## config.mk

```make
export PLATFORM = sky130hd
export DESIGN_NAME = hsv_saturation_scaler
export DESIGN_NICKNAME = d
export VERILOG_FILES = /design/src/rtl/core/hss_pkg.sv /design/src/rtl/core/hss_divider.sv /design/src/rtl/core/hsv_saturation_scaler.sv
export VERILOG_INCLUDE_DIRS = /design/src /design/src/rtl/core
export SDC_FILE = /design/constraint.sdc
export NUM_CORES = 2
export LEC_CHECK = 0
export ABC_AREA = 1
export ABC_CLOCK_PERIOD_IN_PS = 44500
export BUFFER_PORTS_ARGS = -buffer_cell sky130_fd_sc_hd__buf_2
export CAP_MARGIN = 10
export CORE_MARGIN = 2
export CORE_UTILIZATION = 45
export CTS_CLUSTER_DIAMETER = 100
export CTS_CLUSTER_SIZE = 30
export DETAILED_ROUTE_END_ITERATION = 10
export GPL_TIMING_DRIVEN = 0
export REMOVE_ABC_BUFFERS = 1
export SKIP_LAST_GASP = 1
export SLEW_MARGIN = 40
export SYNTH_ARGS = -nofsm -noshare
export SYNTH_HDL_FRONTEND = slang
export SYNTH_SLANG_ARGS = --single-unit
```

## constraint.sdc

```tcl
create_clock -name clk -period 44.5 [get_ports clk]
set_clock_uncertainty 0.1 [all_clocks]
set_input_delay 13.35 -clock clk [delete_from_list [all_inputs] [get_ports clk]]
set_output_delay 13.35 -clock clk [all_outputs]
set_load 0.01 [all_outputs]
```

## src/rtl/core/hsv_saturation_scaler_assert.svh

```systemverilog
// Assertion macros used by the saturation scaler RTL.
`ifndef HSV_SATURATION_SCALER_ASSERT_SVH
`define HSV_SATURATION_SCALER_ASSERT_SVH

// Checks a property on every rising clock edge, idle while reset is asserted.
`define HSS_ASSERT(label, prop, msg) \
	label: assert property (@(posedge clk) disable iff (!arst_n) prop) else $error(msg);

// Checks a property that must hold in the same cycle as its trigger.
`define HSS_ASSERT_IMP(label, trig, cond, msg) \
	`HSS_ASSERT(label, (trig) |-> (cond), msg)

`endif

```

## src/rtl/core/hss_pkg.sv

```systemverilog
// Package with widths, constants and payload types of the saturation scaler.
package hss_pkg;
	localparam int CHANNEL_BITS = 8;
	localparam int GAIN_BITS = 10;
	localparam int FRAC_BITS = 16;
	localparam int NUM_BITS = CHANNEL_BITS + 3;
	localparam int QUO_BITS = FRAC_BITS + 3;
	localparam int SAT_BITS = FRAC_BITS + 1;
	localparam logic [SAT_BITS-1:0] SAT_ONE = SAT_BITS'(1) << FRAC_BITS;
	localparam logic [2:0] SECTOR_LAST = 3'd5;

	typedef struct packed {
		logic [CHANNEL_BITS-1:0] in_red;
		logic [CHANNEL_BITS-1:0] in_green;
		logic [CHANNEL_BITS-1:0] in_blue;
		logic [CHANNEL_BITS-1:0] in_alpha;
		logic [GAIN_BITS-1:0] sat_gain;
	} pix_in_t;

	typedef struct packed {
		logic [CHANNEL_BITS-1:0] out_red;
		logic [CHANNEL_BITS-1:0] out_green;
		logic [CHANNEL_BITS-1:0] out_blue;
		logic [CHANNEL_BITS-1:0] out_alpha;
	} pix_out_t;

	// Values that ride alongside the two dividers.
	typedef struct packed {
		logic [CHANNEL_BITS-1:0] v;
		logic [GAIN_BITS-1:0] gain;
		logic [CHANNEL_BITS-1:0] alpha;
		logic gray;
	} side_t;
endpackage

```

## src/rtl/core/hss_divider.sv

```systemverilog
// Pipelined restoring divider: (num * 2^16) / den, one quotient bit per stage.
module hss_divider import hss_pkg::*; (
	input  logic clk,
	input  logic en,
	input  logic [NUM_BITS-1:0] num,
	input  logic [CHANNEL_BITS-1:0] den,
	output logic [QUO_BITS-1:0] quo
);
	logic [CHANNEL_BITS-1:0] rem_s [0:QUO_BITS];
	logic [CHANNEL_BITS-1:0] den_s [0:QUO_BITS];
	logic [QUO_BITS-1:0] bits_s [0:QUO_BITS];
	logic [QUO_BITS-1:0] quo_s [0:QUO_BITS];

	// The top bits of the numerator are already below the divisor.
	assign rem_s[0] = num[NUM_BITS-1:3];
	assign den_s[0] = den;
	assign bits_s[0] = {num[2:0], {FRAC_BITS{1'b0}}};
	assign quo_s[0] = '0;

	for (genvar i = 0; i < QUO_BITS; i++) begin : g_stage
		logic [CHANNEL_BITS:0] trial;
		logic [CHANNEL_BITS:0] diff;
		logic ge;
		assign trial = {rem_s[i], bits_s[i][QUO_BITS-1]};
		assign ge = trial >= {1'b0, den_s[i]};
		assign diff = trial - {1'b0, den_s[i]};
		always_ff @(posedge clk) begin
			if (en) begin
				rem_s[i+1] <= ge ? diff[CHANNEL_BITS-1:0] : trial[CHANNEL_BITS-1:0];
				den_s[i+1] <= den_s[i];
				bits_s[i+1] <= {bits_s[i][QUO_BITS-2:0], 1'b0};
				quo_s[i+1] <= {quo_s[i][QUO_BITS-2:0], ge};
			end
		end
	end

	assign quo = quo_s[QUO_BITS];
endmodule

```

## src/rtl/core/hsv_saturation_scaler.sv

```systemverilog
// Saturation scaler top level: RGB to HSV, saturation gain, HSV back to RGB.
// The block takes one pixel every clock unless a stall holds it; it has one input
// stage, 19 stages of the two pipelined hue and saturation dividers (one quotient
// bit each), three multiply stages and the output register. A result-side stall
// with a pixel waiting freezes the whole pipeline; alpha rides along unchanged
// and a gray pixel leaves with all three channels equal to its largest channel.
`include "hsv_saturation_scaler_assert.svh"
module hsv_saturation_scaler import hss_pkg::*; (
	input  logic clk,
	input  logic arst_n,
	input  logic src_valid,
	output logic src_stall,
	input  pix_in_t src_pix,
	output logic dst_valid,
	input  logic dst_stall,
	output pix_out_t dst_pix
);
	localparam int CB = CHANNEL_BITS;
	localparam int CQW = CB + SAT_BITS;

	logic adv;
	assign adv = !(dst_valid && dst_stall);
	assign src_stall = !adv;

	// Stage 1: value, delta and hue numerator.
	logic [CB-1:0] r, g, b, vmax, vmin, delta;
	logic [NUM_BITS-1:0] d_ext, hnum;
	always_comb begin
		r = src_pix.in_red;
		g = src_pix.in_green;
		b = src_pix.in_blue;
		vmax = r;
		if (g > vmax) vmax = g;
		if (b > vmax) vmax = b;
		vmin = r;
		if (g < vmin) vmin = g;
		if (b < vmin) vmin = b;
		delta = vmax - vmin;
		d_ext = NUM_BITS'(delta);
		// Modular arithmetic is fine here: the true result is never negative.
		priority if (vmax == r) begin
			if (g >= b) hnum = NUM_BITS'(g) - NUM_BITS'(b);
			else hnum = NUM_BITS'(6) * d_ext - (NUM_BITS'(b) - NUM_BITS'(g));
		end else if (vmax == g) begin
			hnum = NUM_BITS'(2) * d_ext + NUM_BITS'(b) - NUM_BITS'(r);
		end else begin
			hnum = NUM_BITS'(4) * d_ext + NUM_BITS'(r) - NUM_BITS'(g);
		end
	end

	logic vld_s1;
	logic [CB-1:0] delta_s1;
	logic [NUM_BITS-1:0] hnum_s1;
	side_t side_s1;
	always_ff @(posedge clk or negedge arst_n) begin
		if (!arst_n) vld_s1 <= 1'b0;
		else if (adv) vld_s1 <= src_valid;
	end
	always_ff @(posedge clk) begin
		if (adv) begin
			delta_s1 <= delta;
			hnum_s1 <= hnum;
			side_s1 <= '{v: vmax, gain: src_pix.sat_gain, alpha: src_pix.in_alpha,
				gray: (delta == '0)};
		end
	end

	// Divider stages.
	logic [QUO_BITS-1:0] sat_quo, hue_quo;
	hss_divider u_sat_div (.clk, .en(adv), .num(NUM_BITS'(delta_s1)), .den(side_s1.v),
		.quo(sat_quo));
	hss_divider u_hue_div (.clk, .en(adv), .num(hnum_s1), .den(delta_s1), .quo(hue_quo));

	logic vld_d [1:QUO_BITS];
	side_t side_d [1:QUO_BITS];
	for (genvar i = 1; i <= QUO_BITS; i++) begin : g_side
		always_ff @(posedge clk or negedge arst_n) begin
			if (!arst_n) vld_d[i] <= 1'b0;
			else if (adv) vld_d[i] <= (i == 1) ? vld_s1 : vld_d[i == 1 ? 1 : i-1];
		end
		always_ff @(posedge clk) begin
			if (adv) side_d[i] <= (i == 1) ? side_s1 : side_d[i == 1 ? 1 : i-1];
		end
	end

	// Stage A: scaled saturation and hue sector.
	logic [SAT_BITS+GAIN_BITS-1:0] sat_prod;
	logic [SAT_BITS+GAIN_BITS-9:0] sat_scaled;
	assign sat_prod = sat_quo[SAT_BITS-1:0] * side_d[QUO_BITS].gain;
	assign sat_scaled = sat_prod[SAT_BITS+GAIN_BITS-1:8];

	logic vld_sa;
	logic [SAT_BITS-1:0] sat_sa;
	logic [2:0] sector_sa;
	logic [FRAC_BITS-1:0] frac_sa;
	side_t side_sa;
	always_ff @(posedge clk or negedge arst_n) begin
		if (!arst_n) vld_sa <= 1'b0;
		else if (adv) vld_sa <= vld_d[QUO_BITS];
	end
	always_ff @(posedge clk) begin
		if (adv) begin
			sat_sa <= (sat_scaled > (SAT_BITS+GAIN_BITS-8)'(SAT_ONE)) ? SAT_ONE
				: sat_scaled[SAT_BITS-1:0];
			sector_sa <= hue_quo[QUO_BITS-1:FRAC_BITS];
			frac_sa <= hue_quo[FRAC_BITS-1:0];
			side_sa <= side_d[QUO_BITS];
		end
	end

	// Stage B: chroma and the ramp weight of the sector.
	logic vld_sb;
	logic [CQW-1:0] cq_sb;
	logic [SAT_BITS-1:0] wt_sb;
	logic [2:0] sector_sb;
	side_t side_sb;
	always_ff @(posedge clk or negedge arst_n) begin
		if (!arst_n) vld_sb <= 1'b0;
		else if (adv) vld_sb <= vld_sa;
	end
	always_ff @(posedge clk) begin
		if (adv) begin
			cq_sb <= side_sa.v * sat_sa;
			wt_sb <= sector_sa[0] ? (SAT_ONE - {1'b0, frac_sa}) : {1'b0, frac_sa};
			sector_sb <= sector_sa;
			side_sb <= side_sa;
		end
	end

	// Stage C: second component and the common offset m.
	logic [CQW+SAT_BITS-1:0] x_prod;
	logic [CQW-1:0] m_full;
	assign x_prod = cq_sb * wt_sb;
	assign m_full = {1'b0, side_sb.v, {FRAC_BITS{1'b0}}} - cq_sb;

	logic vld_sc;
	logic [CQW-1:0] xq_sc;
	logic [CB+FRAC_BITS-1:0] m_sc;
	logic [2:0] sector_sc;
	side_t side_sc;
	always_ff @(posedge clk or negedge arst_n) begin
		if (!arst_n) vld_sc <= 1'b0;
		else if (adv) vld_sc <= vld_sb;
	end
	always_ff @(posedge clk) begin
		if (adv) begin
			xq_sc <= x_prod[CQW+FRAC_BITS-1:FRAC_BITS];
			m_sc <= m_full[CB+FRAC_BITS-1:0];
			sector_sc <= sector_sb;
			side_sc <= side_sb;
		end
	end

	// Output stage: place the components by sector, or the value in all three if gray.
	logic [CQW-1:0] x_sum;
	logic [CB-1:0] cc, xx, zz;
	pix_out_t pix_next;
	assign x_sum = xq_sc + CQW'(m_sc);
	assign cc = side_sc.v;
	assign xx = x_sum[CB+FRAC_BITS-1:FRAC_BITS];
	assign zz = m_sc[CB+FRAC_BITS-1:FRAC_BITS];
	always_comb begin
		pix_next.out_alpha = side_sc.alpha;
		unique case (sector_sc)
			3'd0: {pix_next.out_red, pix_next.out_green, pix_next.out_blue} = {cc, xx, zz};
			3'd1: {pix_next.out_red, pix_next.out_green, pix_next.out_blue} = {xx, cc, zz};
			3'd2: {pix_next.out_red, pix_next.out_green, pix_next.out_blue} = {zz, cc, xx};
			3'd3: {pix_next.out_red, pix_next.out_green, pix_next.out_blue} = {zz, xx, cc};
			3'd4: {pix_next.out_red, pix_next.out_green, pix_next.out_blue} = {xx, zz, cc};
			default: {pix_next.out_red, pix_next.out_green, pix_next.out_blue} = {cc, zz, xx};
		endcase
		if (side_sc.gray) begin
			pix_next.out_red = cc;
			pix_next.out_green = cc;
			pix_next.out_blue = cc;
		end
	end

	always_ff @(posedge clk or negedge arst_n) begin
		if (!arst_n) dst_valid <= 1'b0;
		else if (adv) dst_valid <= vld_sc;
	end
	always_ff @(posedge clk) begin
		if (adv) dst_pix <= pix_next;
	end

	`HSS_ASSERT(a_out_follows_pipe, adv |=> (dst_valid == $past(vld_sc)), "output valid lost")
	`HSS_ASSERT_IMP(a_sat_clamped, vld_sa, sat_sa <= SAT_ONE, "saturation above one")
	`HSS_ASSERT_IMP(a_sector_range, vld_sc && !side_sc.gray, sector_sc <= SECTOR_LAST, "bad sector")
endmodule

```

# After elaboration in Yosys (flattened, before gate mapping)
# Memories as Yosys holds them, arrays and structs flattened.
# Index checks and enable logic that the tools add are counted.
# W data, S select, Z words.
[classes]
n_lt_le_gt_ge = 44
n_reduce_logical = 3
n_shift = 0
mul = 4
add_sub_neg = 47
div = 0
mux = 47
n_eq_ne = 6
n_bitwise = 0
[op_table]
columns = ["cell", "n"]
rows = [
  ["$ge A9 B8 Y1", 37],
  ["$mux W8", 39],
  ["$sub A8 B8 Y8", 36],
  ["$pmux W24 S5", 1],
  ["$mul A25 B17 Y40", 1],
  ["$mux W11", 3],
  ["$mul A17 B10 Y27", 1],
  ["$mul A8 B17 Y25", 1],
  ["$add A24 B24 Y24", 1],
  ["$mux W24", 1],
  ["$sub A24 B24 Y24", 1],
  ["$gt A19 B17 Y1 const B", 1],
  ["$sub A8 B8 Y9", 2],
  ["$sub A17 B16 Y17 const A", 1],
  ["$eq A8 B8 Y1", 2],
  ["$gt A8 B8 Y1", 2],
  ["$lt A8 B8 Y1", 2],
  ["$mux W16", 1],
  ["$add A10 B8 Y11", 1],
  ["$sub A10 B8 Y11", 1],
  ["$sub A11 B11 Y11", 1],
  ["$sub A11 B8 Y11", 1],
  ["$add A9 B8 Y10", 1],
  ["$mul A2 B8 Y10 const A", 1],
  ["11 further kinds", 12],
]
[word_totals]
latchBits = 0
output_inout_bits = 34
rom_bits = 0
register_bits = 1210
mem_count = 1
ramBits = 513
[mem_list]
columns = ["memory", "words", "word_bits", "read_ports", "rd_ports_with_merged_regs", "wr", "line_no", "text"]
rows = [
  ["side_d", 19, 27, 19, 0, 19, "hsv_saturation_scaler.sv:75", "side_t side_d [1:QUO_BITS];"],
]

# Longest topological paths before layout
[depth]
ltp_word = 9
ltp_mapped = 53

# Cells and area by module
# A second synthesis with hierarchy kept.
[unflattened]
hier_cells = 9665
area_unflattened_um2 = 103409.2
[by_module_without_submodules]
columns = ["mod", "instances", "seq_area_each_um2", "area_per_inst_um2", "cells_per_inst"]
rows = [
  ["hsv_saturation_scaler", 1, 23842.9, 52910.7, 4819],
  ["hss_divider", 2, 14443.9, 25249.2, 2423],
]

# Least setup slack after synthesis
# No wires, ideal clock.
[synth_path]
path_type = "input to register"
startpoint = "input port dst_stall"
endpoint = "register side_sc, in the netlist cc[0], enable pin"
path_stages = 2
t_arrival_ps = 55354
setup_slack_ps = -13474
path_cell_list = "nand2_1 > clkbuf_1"
[synth_via]
elab_chain_len = 1
[synth_rtl]
columns = ["item", "line_no", "text"]
rows = [
  ["start: declaration", "hsv_saturation_scaler.sv:15", "input logic dst_stall,"],
  ["$logic_and A1 B1 Y1", "hsv_saturation_scaler.sv:22", "assign adv = !(dst_valid && dst_stall);"],
  ["end signal: assignment", "hsv_saturation_scaler.sv:150", "side_sc <= side_sb;"],
  ["end: declaration", "hsv_saturation_scaler.sv:140", "side_t side_sc;"],
]
# Every way passes these cells.
# A chain may end at the register's enable or synchronous reset.

# Worst setup path after layout
[layout_path]
startpoint = "input port dst_stall"
endpoint = "output port src_stall"
[layout_via]
elab_chain_len = 1
[layout_rtl]
columns = ["item", "line_no", "text"]
rows = [
  ["$logic_and A1 B1 Y1", "hsv_saturation_scaler.sv:22", ""],
  ["end: declaration", "hsv_saturation_scaler.sv:12", "output logic src_stall,"],
]
# Every way passes these cells.

==> metrics.yaml <==
grtUsageTotal: 0.1661
end_kind: "primary output"
max_freq_ghz: 0.03574
fin_crit_sh: 0.6287
grt_max_degree: 48
placed_cell_area_um2: 95650
cap_violations: 0
yosysTopAreaCellShare: 0.5102
fin_tns_setup_ps: 0
clkTransAtPathRegs_ps: 110
hold_ws_ps: 266.8
cts_buffer_depth: 3
rsz0062_at_grt: "no"
synth_xor_area_frac: 0.03039
cts_tree: "built"
holdCritPathClass: "flop to flop"
crit_type: "input pin to primary output"
worstPathRequired_ps: 31050
avgViaCountPerCell: 5.009
worst_skew_pair.late_latency_ps: 770
path_cells: "buf_2 -> nand2_4 -> inv_1 -> buf_2"
antenna_found_initial: 2
core-area_um2: 201900
synth_edf_count: 1552
drc_errors: 0
syn_to_final_growth_pct: 7.645
holdBufCountCts: 0
yosysSeqAreaShare: 0.5167
tightest_slew_ps: 852.4
drtIter0Drc: 3447
io_pins: 80
synthFlopType: "edfxtp_1"
path_common_cell: "buf_2"
ant_nets: 0
design_area_um2: 98340
cts_sinks: 1576
cts_root_buffer: "clkbuf_16"
hpwl_mm: 128.7
synth_fa_ha_area_frac: 0.2186
rows: 165
path_max_fanout: 34
syn_area_um2: 91350
synth_area_leaders: "edfxtp_1, fa_1, ha_1"
crit_arrival_ps: 14530
grt-ovfl-total: 0
avgSynthCellArea_um2: 11.16
drive_above_1_share: 0.04581
numCtsBuffers: 76
cts_setup_buffers: 0
vias: 54750
cp_slowest_cell: "inv_1"
cts_resized: 0
yosys.area.top_type: "edfxtp_1"
port_buffers: 79
first_pass_iters: 6
crit_path_max_incr_delay_ps: 580
finalSetupViolations: 0
relSlewSlack: 0.4318
n_fill_cell: 17830
synth-simple-area-share: 0.1026
min_period_ps: 27980
status: "finished, final reports clean"
routedWlPerCell_um: 15.50
die_area_um2: 206600
fp.dieW_um: 454.6
multiInputGateArea_um2: 37390
seq_area_um2: 47210
ctsHtreeMaxLevel: 3
fin_nets: 9490
grt_pass1_vias: 56220
ys_seq_elements: 1576
final_max_slew_viol_count: 0
initial_core_util: 0.4525
synth.area.mux_share: 0
cp-start-kind: "input pin"
hold_violations: 0
grt_pass1_wl_mm: 280.3
synth-async-reset-ratio: 0.01523
ys_types: 63
synth_compound_area_frac: 0.05725
die_h_um: 454.6
postSynthCellCount: 8183
synth_warnings: 0
synth_top_family_by_area: "adder cells"
wl_mm: 169.4
gp_congestion: 0.8649
state kept, by name, summed over array words and instances (netlist names), 8 cells and up:
name	flops
u_hue_div.quo_s	171
side_s1	27
cq_sb	25
wt_sb	17
u_sat_div.quo	17
u_sat_div.g_stage.trial	144
side_d	387
frac_sa	16
sat_sa	17
u_hue_div.g_stage.trial	144
cc	8
xq_sc	24
m_sc	24
dst_pix	32
u_hue_div.den_s	144
u_sat_div.den_s	126
side_sa	17
u_hue_div.quo	19
side_sb	17
pix_next	8
vld_d	19
u_sat_div.quo_s	136
hnum_s1	11
delta_s1	8
cells in the final DEF (no fill, tap or decap), types with 93 or more instances in the layout:
cell         n
nand2_1   1504
edfxtp_1  1552
a21oi_1    366
ha_1       630
nor2_1     474
xor2_1     223
fa_1       604
xnor2_1     93
nand3_1    178
o21ai_0    360
inv_1     1544
area by class of cell:
class                           count  share of cell area
Sequential cell                  1576              0.4800
Multi-Input combinational cell   4819              0.3802
Inverter                         1553             0.05928
Timing Repair Buffer              184             0.01961
Clock buffer                       79             0.01967
Clock inverter                     41            0.007074
Tap cell                         2672             0.03400
Antenna cell                        6           0.0001527
per-layer routing:
metal / share of wire / track usage / vias up
met5: 0 / 0 / -
met4: 0.034 / 0.05691 / 0
met3: 0.031 / 0.01779 / 302
met2: 0.51 / 0.2978 / 944
met1: 0.43 / 0.2081 / 26880
li1: - / - / 26620
through the flow:
stage                     setup WS (ps)    util  std cells
after floorplan                  -26940       -       7948
after global placement           -48200  0.4662      10700
after detailed placement          16500  0.4737      10800
after CTS                         16500  0.4868      10920
after global routing              16390  0.4870      10930
final                             16520  0.4870      10930
worst paths after layout:
check | slack [ps] | startpoint | cells past startpoint | end
max | 16520 | dst_stall | 4 | src_stall
min | 270 | side_d[0][216] | 0 | side_d[0][243]
max reg2reg | 37450 | wt_sb[7] | 25 | xq_sc[22]
min reg2reg | 270 | side_d[0][216] | 0 | side_d[0][243]
max in group asynchronous | 31450 | arst_n | 1 | vld_d[7]
min in group asynchronous | 12480 | arst_n | 1 | vld_d[4]
kinds of logic after synthesis:
family,count (synthesis)
compound gates,941
xor+xnor,317
fa+ha+maj,1234
buf+inv,1788
flops,1576
simple gates,2327
worst max-delay path: cells and delay by family:
| kind | cells | cell delay (ps) |
|---|---|---|
| simple gates | 1 | 240 |
| buf+inv | 3 | 920 |
cell usage after synthesis, types with 6 or more instances:
cell type and instances:
buf_6 8, a211oi_1 16, inv_1 1544, a21o_1 11
ha_1 630, o211ai_1 12, nor2_2 6, nor4_1 7
fa_1 604, nor3_2 6, xor2_1 223, o21bai_1 14
nor3_1 61, a21oi_1 366, o21a_1 14, inv_2 8
o31ai_1 38, o22ai_1 22, a31oi_1 38, nor2_1 480
a21oi_2 13, nand4_1 45, dfrtp_1 24, nand3_1 178
clkbuf_1 209, edfxtp_1 1552, buf_1 8, o21ai_0 360
xnor2_1 94, nand2_1 1505, nand2_2 16
Power is not shown: default switching activity piles up to over one toggle a cycle in this logic, so the estimate is an artifact.
